[src/rtl/lec_pkg.sv]
// Package for the elevator sweep controller: result codes, register map,
// reset values and beat layouts. No dependencies.
`timescale 1ns / 1ps

package lec_pkg;

    localparam int FLOORS_DEF = 9;
    localparam int FLOOR_W    = 6;
    localparam int TICK_W     = 4;

    localparam int S_TDATA_W = 8;
    localparam int M_TDATA_W = 24;
    localparam int PADDR_W   = 3;
    localparam int PDATA_W   = 32;

    localparam logic [TICK_W-1:0] DOOR_TICKS_RST   = 4'd2;
    localparam logic [TICK_W-1:0] TRAVEL_TICKS_RST = 4'd1;

    typedef enum logic
    {
        CMD_REQUEST = 1'b0,
        CMD_TICK    = 1'b1
    } command_t;

    typedef enum logic
    {
        REG_DOOR_TICKS   = 1'b0,
        REG_TRAVEL_TICKS = 1'b1
    } reg_index_t;

    typedef enum logic [1:0]
    {
        ST_ACCEPTED = 2'd0,
        ST_PENDING  = 2'd1,
        ST_INVALID  = 2'd2,
        ST_TICK     = 2'd3
    } status_t;

    typedef struct packed
    {
        logic               going_down;
        logic               served;
        logic [FLOOR_W-1:0] highest_target;
        logic [FLOOR_W-1:0] lowest_target;
        logic [FLOOR_W-1:0] current_floor;
        status_t            status;
    } result_t;

endpackage

[src/rtl/look_elevator_controller_core.sv]
// Top level of the single-car elevator sweep controller.
// Depends on lec_pkg; checked by lec_checker (bound in its own file).
`timescale 1ns / 1ps

// Usage:
// The slave stream carries one beat per event: s_tuser is the command
// (request or time tick) and s_tdata holds the floor number. Every beat
// yields exactly one result beat on the master stream, holding the status,
// the car position, the tracked lowest and highest targets, the served
// flag and the sweep direction after the event.
// A beat is captured in an input register and moves into the result
// register, which drives m_tvalid and m_tdata, once that register is free
// or its beat is being taken.
// One beat is accepted per cycle as long as results are taken.
// When the receiver stalls, the result register holds its beat and the
// input register takes one more beat; then s_tready drops until the
// result moves on.
// The APB port sets door dwell (address 0) and travel time (address 4) in
// ticks; write it only while no beat is in flight.
// Reset clears all pending floors, parks the car at floor zero in the
// upward phase and loads the default dwell and travel times.
module look_elevator_controller_core #(
    parameter int FLOORS = lec_pkg::FLOORS_DEF
) (
    input  logic                         clk,
    input  logic                         rst_n,
    input  logic                         s_tvalid,
    output logic                         s_tready,
    // [5:0] floor_number, [7:6] zero
    input  logic [lec_pkg::S_TDATA_W-1:0] s_tdata,
    // [0] command
    input  logic                         s_tuser,
    output logic                         m_tvalid,
    input  logic                         m_tready,
    // [1:0] status, [7:2] current_floor, [13:8] lowest_target,
    // [19:14] highest_target, [20] served, [21] going_down, [23:22] zero
    output logic [lec_pkg::M_TDATA_W-1:0] m_tdata,
    input  logic                         psel,
    input  logic                         penable,
    input  logic                         pwrite,
    input  logic [lec_pkg::PADDR_W-1:0]  paddr,
    input  logic [lec_pkg::PDATA_W-1:0]  pwdata,
    output logic [lec_pkg::PDATA_W-1:0]  prdata,
    output logic                         pready
);

    localparam int FW   = lec_pkg::FLOOR_W;
    localparam int TW   = lec_pkg::TICK_W;
    localparam int IDXW = (FLOORS > 1) ? $clog2(FLOORS) : 1;
    localparam logic [FW:0] FLOORS_LIM = (FW + 1)'(FLOORS);

    logic [TW-1:0]     door_reg;
    logic [TW-1:0]     travel_reg;
    logic [FLOORS-1:0] pending_reg, pending_next;
    logic [FW-1:0]     car_reg, car_next;
    logic [FW-1:0]     low_reg, low_next;
    logic [FW-1:0]     high_reg, high_next;
    logic              sweep_reg, sweep_next;
    logic [TW-1:0]     wait_reg, wait_next;

    logic              in_valid_reg;
    lec_pkg::command_t cmd_reg;
    logic [FW-1:0]     floor_reg;

    logic              out_valid_reg;
    lec_pkg::result_t  out_reg, out_next;

    logic              advance;
    logic              cfg_write;

    function automatic logic in_range(input logic [FW-1:0] f);
        return {1'b0, f} < FLOORS_LIM;
    endfunction

    function automatic logic pend_at(input logic [FLOORS-1:0] vec,
                                     input logic [FW-1:0] f);
        logic [IDXW-1:0] idx;
        idx = IDXW'(f);
        return in_range(f) && vec[idx];
    endfunction

    function automatic logic [FLOORS-1:0] put_bit(input logic [FLOORS-1:0] vec,
                                                  input logic [FW-1:0] f,
                                                  input logic v);
        logic [FLOORS-1:0] res;
        logic [IDXW-1:0]   idx;
        res = vec;
        idx = IDXW'(f);
        if (in_range(f))
        begin
            res[idx] = v;
        end
        return res;
    endfunction

    assign pready    = 1'b1;
    assign cfg_write = psel && penable && pwrite;

    always_comb
    begin
        unique case (lec_pkg::reg_index_t'(paddr[2]))
            lec_pkg::REG_DOOR_TICKS:   prdata = {{(lec_pkg::PDATA_W - TW){1'b0}}, door_reg};
            lec_pkg::REG_TRAVEL_TICKS: prdata = {{(lec_pkg::PDATA_W - TW){1'b0}}, travel_reg};
            default:                   prdata = '0;
        endcase
    end

    always_ff @(posedge clk or negedge rst_n)
    begin
        if (!rst_n)
        begin
            door_reg   <= lec_pkg::DOOR_TICKS_RST;
            travel_reg <= lec_pkg::TRAVEL_TICKS_RST;
        end
        else if (cfg_write)
        begin
            unique case (lec_pkg::reg_index_t'(paddr[2]))
                lec_pkg::REG_DOOR_TICKS:   door_reg   <= pwdata[TW-1:0];
                lec_pkg::REG_TRAVEL_TICKS: travel_reg <= pwdata[TW-1:0];
                default:                   ;
            endcase
        end
    end

    assign advance  = in_valid_reg && (!out_valid_reg || m_tready);
    assign s_tready = !in_valid_reg || advance;
    assign m_tvalid = out_valid_reg;
    assign m_tdata  = {{(lec_pkg::M_TDATA_W - $bits(lec_pkg::result_t)){1'b0}}, out_reg};

    always_ff @(posedge clk or negedge rst_n)
    begin
        if (!rst_n)
        begin
            in_valid_reg <= 1'b0;
        end
        else if (s_tready)
        begin
            in_valid_reg <= s_tvalid;
        end
    end

    always_ff @(posedge clk)
    begin
        if (s_tvalid && s_tready)
        begin
            cmd_reg   <= lec_pkg::command_t'(s_tuser);
            floor_reg <= s_tdata[FW-1:0];
        end
    end

    always_comb
    begin
        logic             upc;
        logic             dnc;
        logic             do_up;
        logic             do_down;
        logic             served;
        logic [TW-1:0]    travel_wait;
        lec_pkg::status_t status;

        pending_next = pending_reg;
        car_next     = car_reg;
        low_next     = low_reg;
        high_next    = high_reg;
        sweep_next   = sweep_reg;
        wait_next    = wait_reg;
        served       = 1'b0;
        status       = lec_pkg::ST_TICK;
        do_up        = 1'b0;
        do_down      = 1'b0;
        travel_wait  = (travel_reg == '0) ? '0 : travel_reg - TW'(1);

        upc = pend_at(pending_reg, high_reg) && (high_reg >= car_reg);
        dnc = pend_at(pending_reg, low_reg) && (low_reg <= car_reg);

        if (cmd_reg == lec_pkg::CMD_TICK)
        begin
            if (wait_reg != '0)
            begin
                wait_next = wait_reg - TW'(1);
            end
            else if (!sweep_reg)
            begin
                if (upc)
                begin
                    do_up = 1'b1;
                end
                else if (dnc)
                begin
                    sweep_next = 1'b1;
                    do_down    = 1'b1;
                end
            end
            else
            begin
                if (dnc)
                begin
                    do_down = 1'b1;
                end
                else
                begin
                    sweep_next = 1'b0;
                    do_up      = upc;
                end
            end

            if (do_up)
            begin
                if (car_reg == high_reg)
                begin
                    pending_next = put_bit(pending_reg, car_reg, 1'b0);
                    sweep_next   = 1'b1;
                    served       = 1'b1;
                end
                else if (pend_at(pending_reg, car_reg))
                begin
                    pending_next = put_bit(pending_reg, car_reg, 1'b0);
                    wait_next    = door_reg;
                    served       = 1'b1;
                end
                else
                begin
                    car_next  = car_reg + FW'(1);
                    wait_next = travel_wait;
                end
            end
            else if (do_down)
            begin
                if (car_reg == low_reg)
                begin
                    pending_next = put_bit(pending_reg, car_reg, 1'b0);
                    sweep_next   = 1'b0;
                    served       = 1'b1;
                end
                else if (pend_at(pending_reg, car_reg))
                begin
                    pending_next = put_bit(pending_reg, car_reg, 1'b0);
                    wait_next    = door_reg;
                    served       = 1'b1;
                end
                else
                begin
                    car_next  = car_reg - FW'(1);
                    wait_next = travel_wait;
                end
            end
        end
        else if (!in_range(floor_reg))
        begin
            status = lec_pkg::ST_INVALID;
        end
        else if (pend_at(pending_reg, floor_reg))
        begin
            status = lec_pkg::ST_PENDING;
        end
        else
        begin
            status       = lec_pkg::ST_ACCEPTED;
            pending_next = put_bit(pending_reg, floor_reg, 1'b1);
            // The two target updates chain: the second sees the first's result.
            if ((floor_reg < low_reg) || !pend_at(pending_next, low_reg))
            begin
                if (!pend_at(pending_next, high_reg))
                begin
                    high_next = low_reg;
                end
                low_next = floor_reg;
            end
            if ((floor_reg > high_next) || !pend_at(pending_next, high_next))
            begin
                if (!pend_at(pending_next, low_next))
                begin
                    low_next = high_next;
                end
                high_next = floor_reg;
            end
        end

        out_next.status         = status;
        out_next.current_floor  = car_next;
        out_next.lowest_target  = low_next;
        out_next.highest_target = high_next;
        out_next.served         = served;
        out_next.going_down     = sweep_next;
    end

    always_ff @(posedge clk or negedge rst_n)
    begin
        if (!rst_n)
        begin
            pending_reg <= '0;
            car_reg     <= '0;
            low_reg     <= '0;
            high_reg    <= '0;
            sweep_reg   <= 1'b0;
            wait_reg    <= '0;
        end
        else if (advance)
        begin
            pending_reg <= pending_next;
            car_reg     <= car_next;
            low_reg     <= low_next;
            high_reg    <= high_next;
            sweep_reg   <= sweep_next;
            wait_reg    <= wait_next;
        end
    end

    always_ff @(posedge clk or negedge rst_n)
    begin
        if (!rst_n)
        begin
            out_valid_reg <= 1'b0;
        end
        else if (advance)
        begin
            out_valid_reg <= 1'b1;
        end
        else if (m_tready)
        begin
            out_valid_reg <= 1'b0;
        end
    end

    always_ff @(posedge clk)
    begin
        if (advance)
        begin
            out_reg <= out_next;
        end
    end

endmodule

[config.mk]
export PLATFORM = sky130hd
export DESIGN_NAME = look_elevator_controller_core
export DESIGN_NICKNAME = d
export VERILOG_FILES = /design/src/rtl/lec_pkg.sv /design/src/rtl/look_elevator_controller_core.sv
export SDC_FILE = /design/constraint.sdc
export NUM_CORES = 1
export LEC_CHECK = 0
export ABC_AREA = 1
export BUFFER_PORTS_ARGS = -buffer_cell sky130_fd_sc_hd__buf_2
export CAP_MARGIN = 25
export CORE_MARGIN = 5
export CORE_UTILIZATION = 50
export DETAILED_ROUTE_END_ITERATION = 16
export GPL_TIMING_DRIVEN = 0
export PLACE_DENSITY = 0.73
export RECOVER_POWER = 50
export SYNTH_ARGS = -nofsm -noshare
export SYNTH_HDL_FRONTEND = slang
export SYNTH_SLANG_ARGS = --single-unit
[constraint.sdc]
create_clock -name clk -period 6.1 [get_ports clk]
set_input_delay 0.915 -clock clk [delete_from_list [all_inputs] [get_ports clk]]
set_output_delay 0.915 -clock clk [all_outputs]
set_load 0.005 [all_outputs]
Yosys cells after proc, flatten, opt, wreduce, memory -nomap -nowiden --
Cells that the tools add are included.
Word-level totals: input bits 51, memories 0, register bits 71, output and inout port bits 59, memory bits (read-only) 0, latch bits 0, bits in writable memories 0
Operators by class: bitwise logic cells 5, multiply operators 0, $add $sub $neg 4, $lt $le $gt $ge 18, reductions and logical operators 33, muxes and demuxes 90, equality and inequality tests 4, shift-type cells 0, divide/modulo/power cells 0
Operators by type and width (number):
- $mux W6 | 25
- $mux W9 | 12
- $pmux W32 S2 | 1
- $lt A6 B4 Y1 const B | 6
- $mux W1 | 35
- $bmux W1 S4 | 8
- $lt A4 B5 Y1 const B | 6
- $mux W4 | 7
- $logic_and A1 B1 Y1 | 16
- $eq A6 B6 Y1 | 2
- $and A9 B9 Y9 | 1
- $not A9 Y9 | 1
- $or A9 B9 Y9 | 1
- $demux W1 S4 | 2
- $ge A4 B1 Y1 const B | 2
- $sub A4 B1 Y4 const B | 2
- $add A6 B1 Y6 const B | 1
- $ge A6 B6 Y1 | 1
- $gt A6 B6 Y1 | 1
- $le A6 B6 Y1 | 1
- $lt A6 B6 Y1 | 1
- $reduce_and A2 Y1 | 3
- $sub A6 B1 Y6 const B | 1
- $logic_not A1 Y1 | 4
- 9 further kinds | 14

Depth between registers and ports, before layout --
depth after elaboration 26, gate-level depth with buffers 28, mapped depth without buffers 28

Least setup slack after synthesis --
Ideal clock, no wire load.
kind register -> register, from register low_reg[1], to register out_reg, in the netlist m_tdata[14], data pin, required time 5.845 ns, path buffers 0, arrival 2.954 ns, slack 2.892 ns, clock period less this slack 3.208 ns, cell stages (with the launch flop) 22, cell sequence dfrtp_1 -> inv_1 -> ha_1 -> a21boi_0 -> o21ai_0 -> a21oi_1 -> nand3_4 -> nand2_8 -> nand2_2 -> o21ai_2 -> ha_1 -> inv_1 -> nor2_1 -> o21ai_0 -> nand2_1 -> nand3_1 -> nand2_1 -> a21oi_4 -> nand2_4 -> nand2_1 -> nand3_1 -> and2_1
Between the ends: cells in the longest elaborated chain, start to end 18, elaborated cells on any way between the ends 23
RTL lines:
- start: declaration | RTL line look_elevator_controller_core.sv:56 | logic [FW-1:0] low_reg, low_next;
- start signal: assignment | RTL line look_elevator_controller_core.sv:302 | low_reg <= low_next;
- $bmux W1 S4 | RTL line look_elevator_controller_core.sv:79 | return in_range(f) && vec[idx];
- $mux W1 (not written as such) | RTL line look_elevator_controller_core.sv:79
- $logic_and A1 B1 Y1 | RTL line look_elevator_controller_core.sv:79
- $logic_not A1 Y1 | RTL line look_elevator_controller_core.sv:261 | if ((floor_reg < low_reg) || !pend_at(pending_next, low_reg))
- $logic_or A1 B1 Y1 | RTL line look_elevator_controller_core.sv:261
- $mux W6 * | RTL line look_elevator_controller_core.sv:261
- $mux W6 * | RTL line look_elevator_controller_core.sv:252 | else if (pend_at(pending_reg, floor_reg))
- $mux W6 * | RTL line look_elevator_controller_core.sv:248 | else if (!in_range(floor_reg))
- [3 not listed]
- $logic_and A1 B1 Y1 | RTL line look_elevator_controller_core.sv:79
- $logic_not A1 Y1 | RTL line look_elevator_controller_core.sv:269 | if ((floor_reg > high_next) || !pend_at(pending_next, high_next))
- $logic_or A1 B1 Y1 | RTL line look_elevator_controller_core.sv:269
- $mux W6 * | RTL line look_elevator_controller_core.sv:269
- $mux W6 * | RTL line look_elevator_controller_core.sv:252
- $mux W6 * | RTL line look_elevator_controller_core.sv:248
- $mux W6 * | RTL line look_elevator_controller_core.sv:176 | if (cmd_reg == lec_pkg::CMD_TICK)
- net high_next[0] | RTL line look_elevator_controller_core.sv:57 | logic [FW-1:0] high_reg, high_next;
- end signal: assignment | RTL line look_elevator_controller_core.sv:329 | out_reg <= out_next;
- end: declaration | RTL line look_elevator_controller_core.sv:66 | lec_pkg::result_t out_reg, out_next;
Mark *: on every way through the listed nets, which the timed path passes. The rest lies on a longest branch. The select of a mux whose other input is x is not followed. A chain may end at the register's enable or synchronous reset.

Final worst setup path --
from register low_reg[2], to register out_reg, in the netlist m_tdata[17], data pin
Same word-level chain as after synthesis.

==> results.py <==
metrics = {
    "critical_path": {
        "rrSetupSlack_ns": 2.21,
        "timing.critical_path.from": "low_reg[2]",
        "cp_data_required_time_ns": 6.22,
        "worstPathArrival_ns": 4.01,
        "regToRegEndpoint": "m_tdata[17]",
        "worst-setup-path-type": "register to register",
        "rr_startpoint": "low_reg[2]",
        "worstRegToRegCells": 22,
        "cp_max_fo": 10,
        "cp-start-kind": "register",
        "cp-end-kind": "register",
        "crit_path_end": "m_tdata[17]",
    },
    "layout": {
        "n_antenna_cell": 0,
        "largest_reg_flops": 22,
        "num-fill-cells": 1033,
        "drive_gt1_share_pct": 17.4,
        "syn2layout_area_growth_pct": 12.9,
        "final_nets": 882,
    },
    "detailed_routing": {
        "via_count": 5158,
        "drc_errors": 0,
        "post_drt_wl_per_cell_um": 15.8,
        "vias_per_cell": 5.42,
        "met3WireLength_um": 1110,
        "dr.pass1.iters": 5,
        "drtIter0Drc": 435,
        "highest_layer": "met4",
        "drtAntennaViolNets": 0,
        "wl_met1_um": 7110,
        "wl_met2_um": 6630,
        "routed_wl_um": 15100,
    },
    "clocking": {
        "numClockSinks": 71,
        "post_cts_buffers": 0,
        "ctsHtreeMaxLevel": 3,
        "clk_pin_slew_ns": 0.08,
        "cts_buffers": 9,
        "insertion_delay_ns": 0.36,
        "cts_tree": "yes",
        "ctsResizeCount": 0,
        "ctsHoldBuffers": 0,
        "cts_root_buf": "clkbuf_8",
        "cts_buffer_depth": 2,
    },
    "yosys": {
        "synth_top_area_share_pct": 18.6,
        "yosysSeqAreaShare_pct": 35.7,
        "synth_edf_count": 29,
        "synthCells": 719,
        "yosysMostFrequentCell": "nand2_1",
        "synth_ff_type": "dfrtp_1",
        "ys_ff_latch": 71,
        "ys.warnings.count": 0,
        "synthTopCellsByArea": "dfrtp_1 (19%), edfxtp_1 (16%), nand2_1 (12%)",
        "synth_area_per_cell_sq_um": 7.50,
        "yosysUniqueCellTypes": 50,
        "yosysTopAreaCell": "dfrtp_1",
        "syn_area_sq_mm": 0.00539,
        "postSynth.asyncResetShare_pct": 59.2,
        "synth_common_cells": "nand2_1 (174), inv_1 (78), nand3_1 (64)",
    },
    "sta": {
        "drv_slew": 0,
        "skew_ns": 0.0110,
        "setup-tns-final_ns": 0,
        "setup_slack_ns": 2.21,
        "rsz0062_at_grt": "no",
        "holdWs_ns": 0.497,
        "relSlewSlack_pct": 10.1,
        "hold_violations": 0,
        "worstMarginPinSlew_ns": 1.35,
        "period_share_pct": 63.7,
        "setup_violations": 0,
        "fmax_ghz": 0.257,
        "period_needed_ns": 3.89,
    },
    "global_routing": {
        "grt_max_degree": 43,
        "grt_pass1_vias": 4754,
        "grt_usage_pct": 23.6,
        "grt_remaining_overflow": 0,
        "antenna_found_initial": 0,
        "grt_pass1_wl_um": 24200,
    },
    "min_path": {
        "min_path_type": "register to register",
    },
    "floorplan": {
        "design.die.area_sq_mm": 0.0130,
        "io_pins": 110,
        "die_x_um": 114,
        "num_rows": 38,
        "dieHeight_um": 114,
        "initial_utilization_pct": 50.4,
        "core_sq_mm": 0.0107,
    },
    "power": {
        "power_frac_clock_pct": 12.0,
        "p_sw_w": 0.00153,
        "leakagePower_nw": 2.96,
        "seqPwrFrac_pct": 27.6,
        "p_sw_share_pct": 51.8,
        "powerDensity_mw_per_mm2": 486,
        "internal_power_w": 0.00143,
        "comb_power_share_pct": 60.4,
        "vdd_drop_max_mv": 0.176,
        "finalPower_w": 0.00296,
    },
    "placement": {
        "pre_cts_slack_ns": 2.29,
        "portBuffers": 46,
        "gp_congestion": 0.964,
        "dp_hpwl_um": 11800,
    },
    "status": {
        "status": "completed",
    },
    "flow_run": {
        "cap_violations": 0,
    },
}
stage by stage:
| step | cell area (sq um) | utilization (%) | std cells |
|---|---|---|---|
| after floorplan | 5500 | - | 748 |
| after global placement | 5910 | 55.2 | 934 |
| after detailed placement | 5910 | 55.2 | 934 |
| after CTS | 6090 | 56.9 | 950 |
| after global routing | 6090 | 56.9 | 951 |
| final | 6090 | 56.9 | 951 |
worst min path at each step:
stage                     depth (start not counted)     endpoint         from  slack (ns)
final                                             2  door_reg[3]  door_reg[3]        0.50
after global routing                              2  door_reg[3]  door_reg[3]        0.52
after CTS                                         2  door_reg[3]  door_reg[3]        0.51
after global placement                            2  door_reg[3]  door_reg[3]        0.48
after detailed placement                          2  door_reg[3]  door_reg[3]        0.49
after floorplan                                   2  door_reg[3]  door_reg[3]        0.45
critical path: stages, from the launching register on:
cell	delay [ns]
dfrtp_1	0.58
inv_1	0.24
ha_1	0.34
nand2_1	0.05
nor2_1	0.09
o21ai_0	0.09
a21oi_1	0.25
nand3_4	0.20
nand2_8	0.18
nand2_2	0.07
o21ai_2	0.11
ha_1	0.29
inv_1	0.06
nor2_1	0.03
o21ai_0	0.14
nand2_1	0.07
nand3_1	0.06
nand2_1	0.08
a21oi_4	0.22
nand2_4	0.11
nand2_1	0.07
nand3_1	0.15
and2_1	0.19
layout by cell type (no fill, tap or decap), types with 3 or more instances in the layout:
master	instances
inv_2	8
o211ai_1	10
o21ai_0	60
o221ai_1	7
nor3_1	6
edfxtp_1	29
o22ai_1	6
a211oi_1	4
nand2_4	5
buf_4	31
o2111ai_1	3
ha_1	25
dfrtp_1	40
inv_1	78
xor2_1	8
nand3_2	3
clkinv_1	3
nand3_1	64
clkbuf_8	10
nor2_1	38
buf_2	47
clkbuf_1	15
a21oi_1	27
nand2_1	174
nand2_2	14
o21ai_1	14
nand4_1	10
conb_1	31
o21ai_2	3
nor2_2	5
layout make-up:
cell class,count,area (sq um),share of cell area [%]
inverter,89,335,5.51
multi-input combinational,544,2950,48.5
buffer,44,289,4.75
sequential,71,1920,31.6
clock inverter,3,15.0,0.247
tap,140,175,2.88
timing repair buffer,47,228,3.74
clock buffer,13,170,2.79
routing by layer:
layer  vias to the layer above  GRT usage [%]
li1                       2550              -
met3                        21           3.66
met4                         0           5.86
met2                       215           37.0
met5                         -              0
met1                      2372           34.4
power by group through the flow:
stage | Sequential, W | Combinational [W] | Clock (W)
finish | 0.000815 | 0.00179 | 0.000356
floorplan | 0.000769 | 0.00133 | 0
detailed placement | 0.000818 | 0.00175 | 0
global placement | 0.000819 | 0.00172 | 0
global route | 0.000832 | 0.00201 | 0.000386
CTS | 0.000809 | 0.00176 | 0.000364
cells by family (layout without fill, tap and decap cells):
logic type / after synthesis / after routing / share of synthesized area, %
AOI/OAI and AO/OA: 149 / 149 / 16.9
xor gates and xnor gates: 8 / 8 / 1.30
adders and majority gates: 25 / 25 / 5.80
buffers and inverters: 133 / 196 / 11.6
DFF: 71 / 71 / 35.7
other: 2 / 31 / 0.139
and+or+nand+nor: 331 / 331 / 28.6
(Power assumes the default switching activity.)
